### src/obse_pkg.sv
`timescale 1ns / 1ps
`default_nettype none
package obse_pkg;
	localparam int TICKER_COUNT_DEF = 8;
	localparam int SLOTS_PER_TICKER_DEF = 1024;

	localparam logic [2:0] MK_START  = 3'd0;
	localparam logic [2:0] MK_CLEAR  = 3'd1;
	localparam logic [2:0] MK_ADD    = 3'd2;
	localparam logic [2:0] MK_END    = 3'd3;
	localparam logic [2:0] MK_STATUS = 3'd4;

	localparam logic [2:0] ST_OK      = 3'd0;
	localparam logic [2:0] ST_EXISTS  = 3'd1;
	localparam logic [2:0] ST_MISSING = 3'd2;
	localparam logic [2:0] ST_SIDE    = 3'd3;
	localparam logic [2:0] ST_GAP     = 3'd4;
	localparam logic [2:0] ST_BUSY    = 3'd5;

	localparam logic [1:0] UK_ADD    = 2'd0;
	localparam logic [1:0] UK_MODIFY = 2'd1;
	localparam logic [1:0] UK_CANCEL = 2'd2;
	localparam logic [1:0] UK_OTHER  = 2'd3;

	// controller -> datapath
	typedef struct packed {
		logic clr_we;      // clearing pass write
		logic rd;          // read entry at current address
		logic upd_wr;      // commit update (if checks pass)
		logic upd_resp;    // load status response
		logic busy_resp;   // load busy response
		logic emit_start;
		logic emit_clear;
		logic emit_add;
		logic emit_end;
		logic cur_reset;   // ticker and slot to zero
		logic slot_reset;  // slot to zero
		logic slot_inc;
		logic tick_inc;
		logic use_cursor;  // address from cursor instead of item
		logic clr_inc;
	} obse_cmd_t;

	// datapath -> controller
	typedef struct packed {
		logic clr_done;
		logic rd_valid;     // entry read last cycle is live
		logic slot_last;    // cursor slot is the last of its ticker
		logic tick_last;
	} obse_sts_t;
endpackage
`default_nettype wire

### src/obse_ctrl.sv
`timescale 1ns / 1ps
`default_nettype none
module obse_ctrl (
	input  wire logic               clk,
	input  wire logic               arst_n,
	input  wire logic               in_valid,
	input  wire logic               in_op,
	output logic                    in_stall,
	output logic                    out_valid,
	input  wire logic               out_stall,
	output logic                    load_in,
	output obse_pkg::obse_cmd_t     cmd,
	input  wire obse_pkg::obse_sts_t sts
);
	localparam logic [2:0] S_CLR  = 3'd0;
	localparam logic [2:0] S_IDLE = 3'd1;
	localparam logic [2:0] S_UPD  = 3'd2;
	localparam logic [2:0] S_SNAP = 3'd3;
	localparam logic [2:0] S_SCAN = 3'd4;

	localparam logic [1:0] P_IDLE  = 2'd0;
	localparam logic [1:0] P_CLEAR = 2'd1;
	localparam logic [1:0] P_SCAN  = 2'd2;

	logic [2:0] state_q, state_d;
	logic [1:0] phase_q, phase_d;
	logic       ov_q, ov_d;
	logic       rd_pend_q;
	logic       out_free;

	assign out_free  = !ov_q || !out_stall;
	assign out_valid = ov_q;
	assign in_stall  = !(state_q == S_IDLE && out_free);
	assign load_in   = in_valid && !in_stall;

	always_comb begin
		cmd     = '0;
		state_d = state_q;
		phase_d = phase_q;
		ov_d    = ov_q && out_stall;
		case (state_q)
			S_CLR: begin
				cmd.clr_we  = !sts.clr_done;
				cmd.clr_inc = !sts.clr_done;
				if (sts.clr_done) state_d = S_IDLE;
			end
			S_IDLE: begin
				if (load_in) begin
					if (in_op) begin
						state_d = S_SNAP;
					end else if (phase_q != P_IDLE) begin
						cmd.busy_resp = 1'b1;
						ov_d          = 1'b1;
					end else begin
						cmd.rd  = 1'b1;
						state_d = S_UPD;
					end
				end
			end
			S_UPD: begin
				cmd.upd_wr   = 1'b1;
				cmd.upd_resp = 1'b1;
				ov_d         = 1'b1;
				state_d      = S_IDLE;
			end
			S_SNAP: begin
				case (phase_q)
					P_CLEAR: begin
						cmd.emit_clear = 1'b1;
						cmd.slot_reset = 1'b1;
						phase_d        = P_SCAN;
						ov_d           = 1'b1;
						state_d        = S_IDLE;
					end
					P_SCAN: begin
						cmd.use_cursor = 1'b1;
						cmd.rd         = 1'b1;
						state_d        = S_SCAN;
					end
					default: begin
						cmd.emit_start = 1'b1;
						cmd.cur_reset  = 1'b1;
						phase_d        = P_CLEAR;
						ov_d           = 1'b1;
						state_d        = S_IDLE;
					end
				endcase
			end
			S_SCAN: begin
				// entry at cursor was read last cycle; cursor still points at it
				cmd.use_cursor = 1'b1;
				if (rd_pend_q && sts.rd_valid) begin
					cmd.emit_add = 1'b1;
					cmd.slot_inc = !sts.slot_last;
					if (sts.slot_last) begin
						// past the end of this ticker: park at last, next read is stale
						cmd.slot_inc = 1'b0;
					end
					ov_d    = 1'b1;
					state_d = S_IDLE;
				end else if (rd_pend_q && !sts.slot_last) begin
					cmd.slot_inc = 1'b1;
					cmd.rd       = 1'b1;
				end else if (!sts.tick_last) begin
					cmd.tick_inc   = 1'b1;
					cmd.slot_reset = 1'b1;
					cmd.emit_clear = 1'b1;
					ov_d           = 1'b1;
					state_d        = S_IDLE;
				end else begin
					cmd.emit_end  = 1'b1;
					cmd.cur_reset = 1'b1;
					phase_d       = P_IDLE;
					ov_d          = 1'b1;
					state_d       = S_IDLE;
				end
			end
			default: state_d = S_IDLE;
		endcase
	end

	// rd_pend marks that the cursor slot still needs looking at; cleared when an
	// add was emitted from the last slot of a ticker
	logic scan_open_q;
	always_ff @(posedge clk or negedge arst_n) begin
		if (!arst_n) begin
			state_q     <= S_CLR;
			phase_q     <= P_IDLE;
			ov_q        <= 1'b0;
			scan_open_q <= 1'b0;
		end else begin
			state_q <= state_d;
			phase_q <= phase_d;
			ov_q    <= ov_d;
			if (cmd.emit_clear) scan_open_q <= 1'b1;
			else if (cmd.emit_add && sts.slot_last) scan_open_q <= 1'b0;
		end
	end
	assign rd_pend_q = scan_open_q;
endmodule
`default_nettype wire

### config.mk
export PLATFORM = sky130hd
export DESIGN_NAME = obse_ctrl
export DESIGN_NICKNAME = d
export VERILOG_FILES = /design/src/obse_pkg.sv /design/src/obse_ctrl.sv
export SDC_FILE = /design/constraint.sdc
export NUM_CORES = 1
export LEC_CHECK = 0
export ABC_AREA = 1
export BUFFER_PORTS_ARGS = -buffer_cell sky130_fd_sc_hd__buf_2
export CAP_MARGIN = 0
export CORE_MARGIN = 2
export CORE_UTILIZATION = 41
export CTS_CLUSTER_DIAMETER = 120
export DETAILED_ROUTE_END_ITERATION = 12
export PLACE_DENSITY = 0.73
export SLEW_MARGIN = 20
export SYNTH_ARGS = -nofsm -noshare
export SYNTH_HDL_FRONTEND = slang
export SYNTH_SLANG_ARGS = --single-unit
### constraint.sdc
create_clock -name clk -period 1.16 [get_ports clk]
set_clock_uncertainty 0.05 [all_clocks]
set_input_delay 0.174 -clock clk [delete_from_list [all_inputs] [get_ports clk]]
set_output_delay 0.174 -clock clk [all_outputs]
set_load 0.03 [all_outputs]
==> impl_metrics.tcl <==
set metrics [dict create \
    synth_edf_count 0 \
    drv_slew 0 \
    drtIter0Drc 11 \
    rows 14 \
    ys_top_cells_by_count "nand2_1 (21), inv_1 (14), nor2_1 (10)" \
    syn_nets 104 \
    synth_top_area_frac 0.283 \
    portBuffers 26 \
    path_class "reg2out" \
    die_x_um 42.9 \
    ir_worst_vdd_mv 1.48 \
    relSlewSlack 0.818 \
    fin_crit_sh 1.46 \
    viasPerCell 5.01 \
    clkTransAtPathRegs_ns 0.05 \
    yosysMostFrequentCell "nand2_1" \
    yosysUniqueCellTypes 23 \
    clkSinkCount 7 \
    synth_flop_cell "dfrtp_1" \
    gp_congestion 0.781 \
    antenna_found_initial 0 \
    pin_count 27 \
    coreArea_mm2 0.00145 \
    tns_ns -7.29 \
    antenna_cells 0 \
    cts_tree "built" \
    end_kind "primary output" \
    syn2layout_area_growth_pct 96.0 \
    route.detailed.drc 0 \
    netlist_area_um2 619 \
    yosysWarnings 0 \
    start_kind "flop" \
    worstPathArrival_ns 1.46 \
    violations "negative setup slack" \
    fmax_mhz 592 \
    grt_pass1_vias 796 \
    avgSynthCellArea_um2 6.73 \
    clockBufferDepth 2 \
    drive_above_1_share 0.660 \
    worstMarginPinSlew_ns 0.272 \
    die-area_mm2 0.00184 \
    grt_max_degree 8 \
    power_density_mw_per_mm2 2310 \
    synth_seq_cells 7 \
    cts_made_buffers 3 \
    outcome "finished with violations" \
    gr-total-overflow 0 \
    min_period_ns 1.69 \
    fin_ws_ns -0.529 \
    fin_nets 160 \
    drv_cap 0 \
    num_vias 817 \
    drt-wirelength-per-cell_um 13.6 \
    ant_nets 0 \
    htreeDepth 1 \
    dp_cells 149 \
    path_max_fanout 4 \
    synthTopCellsByArea "dfrtp_1 (28%), nand2_1 (13%), inv_1 (8.5%)" \
    drt_wl_total_mm 2.22 \
    yosysTopAreaCell "dfrtp_1" \
    drt_pass1_iterations 4 \
    final-setup-viol-count 23 \
    final_hold_viol_count 0 \
    min_path_type "in2reg" \
    start_util 0.426 \
    p_leak_uw 0.000678 \
    cts-root-buf "clkbuf_4" \
    dp.final_hpwl_mm 1.33 \
    async_flop_share 1.00 \
    ys_seq_area_frac 0.283 \
    die_h_um 42.9 \
    utilization 0.835 \
    grt_pass1_wl_mm 3.33 \
    synthCells 92 \
    clk_latency_ns 0.26 \
    required_ns 0.94 \
    grt_usage 0.242 \
    final_cells 163 \
    rsz0062_at_grt "yes" \
    total_power_uw 2810 \
]
[critical path, cell delays in order (launching register included)]
cell	delay (ns)
dfrtp_2	0.44
nor2_4	0.15
nand2_4	0.07
inv_4	0.08
nand2_4	0.06
nor2_4	0.12
a21oi_2	0.06
inv_2	0.09
buf_6	0.13
[path summary, 6_finish.rpt]
| kind | end | start | slack (ns) | cells past startpoint |
|---|---|---|---|---|
| worst max-delay path | cmd[4] | state_q[1] | -0.53 | 8 |
| worst min-delay path | rd_pend_q | sts[1] | 0.16 | 4 |
| worst max register to register | state_q[0] | state_q[1] | -0.23 | 7 |
| worst min register to register | phase_q[1] | phase_q[1] | 0.47 | 2 |
| max in group asynchronous | state_q[0] | arst_n | 0.64 | 2 |
| min in group asynchronous | rd_pend_q | arst_n | 0.24 | 2 |
[routing by layer]
layer / track usage / up-vias / wire (um)
met1: 0.263 / 388 / 804
li1: - / 399 / -
met3: 0.0723 / 8 / 94
met2: 0.458 / 22 / 1260
met4: 0.0438 / 0 / 57
met5: 0 / - / 0
[report_power, final]
group	switching (uW)	internal, uW	total [uW]
clock	95.2	132	227
combinational	1150	994	2150
sequential	88.7	346	434
[per-stage QoR]
stage                     setup slack, ns  hold slack, ns  area [um2]
final                              -0.529           0.162        1210
after global routing               -0.581           0.188        1210
after CTS                          -0.441           0.137        1150
after detailed placement           -0.217         -0.0272         943
after global placement             -0.200         -0.0269         943
after floorplan                    -0.451          -0.172         692
[logic make-up (layout without fill, tap and decap cells)]
kind of cell    Yosys count  after routing  synth area share
simple gates             54             54             0.430
compound gates            9              9            0.0889
buf+inv                  19             74             0.137
flops                     7              7             0.283
fa+ha+maj                 3              3            0.0606
[registers in the layout (all words and copies together) (netlist names)]
register and count:
rd_pend_q 1, phase_q 2, state_q 3, out_valid 1
[layout by cell type, fill, tap and decap left out, types with 6 or more instances in the layout]
cell type  Yosys  layout
buf_6          0      17
buf_2          0       9
inv_1         14       6
nor2_1        10       7
nand2_2        4       6
nor2_4         2       7
nand2_1       21      16
inv_2          1       8
buf_4          3      27
[cell type report]
type | count | area, um2
Multi-Input combinational cell | 66 | 475
Timing Repair Buffer | 54 | 449
Fill cell | 94 | 240
Sequential cell | 7 | 178
Inverter | 16 | 65.1
Clock buffer | 4 | 26.3
Tap cell | 16 | 20.0
[repair_timing]
| item | in CTS | in global routing |
|---|---|---|
| gates cloned | 0 | 0 |
| buffers inserted | 6 | 3 |
| setup endpoints to repair | 23 | 24 |
| resized for setup | 41 | 12 |
| hold endpoints to repair | 7 | 0 |
| hold buffers | 1 | 0 |
| pin swaps | 12 | 3 |
(Power assumes the default switching activity.)
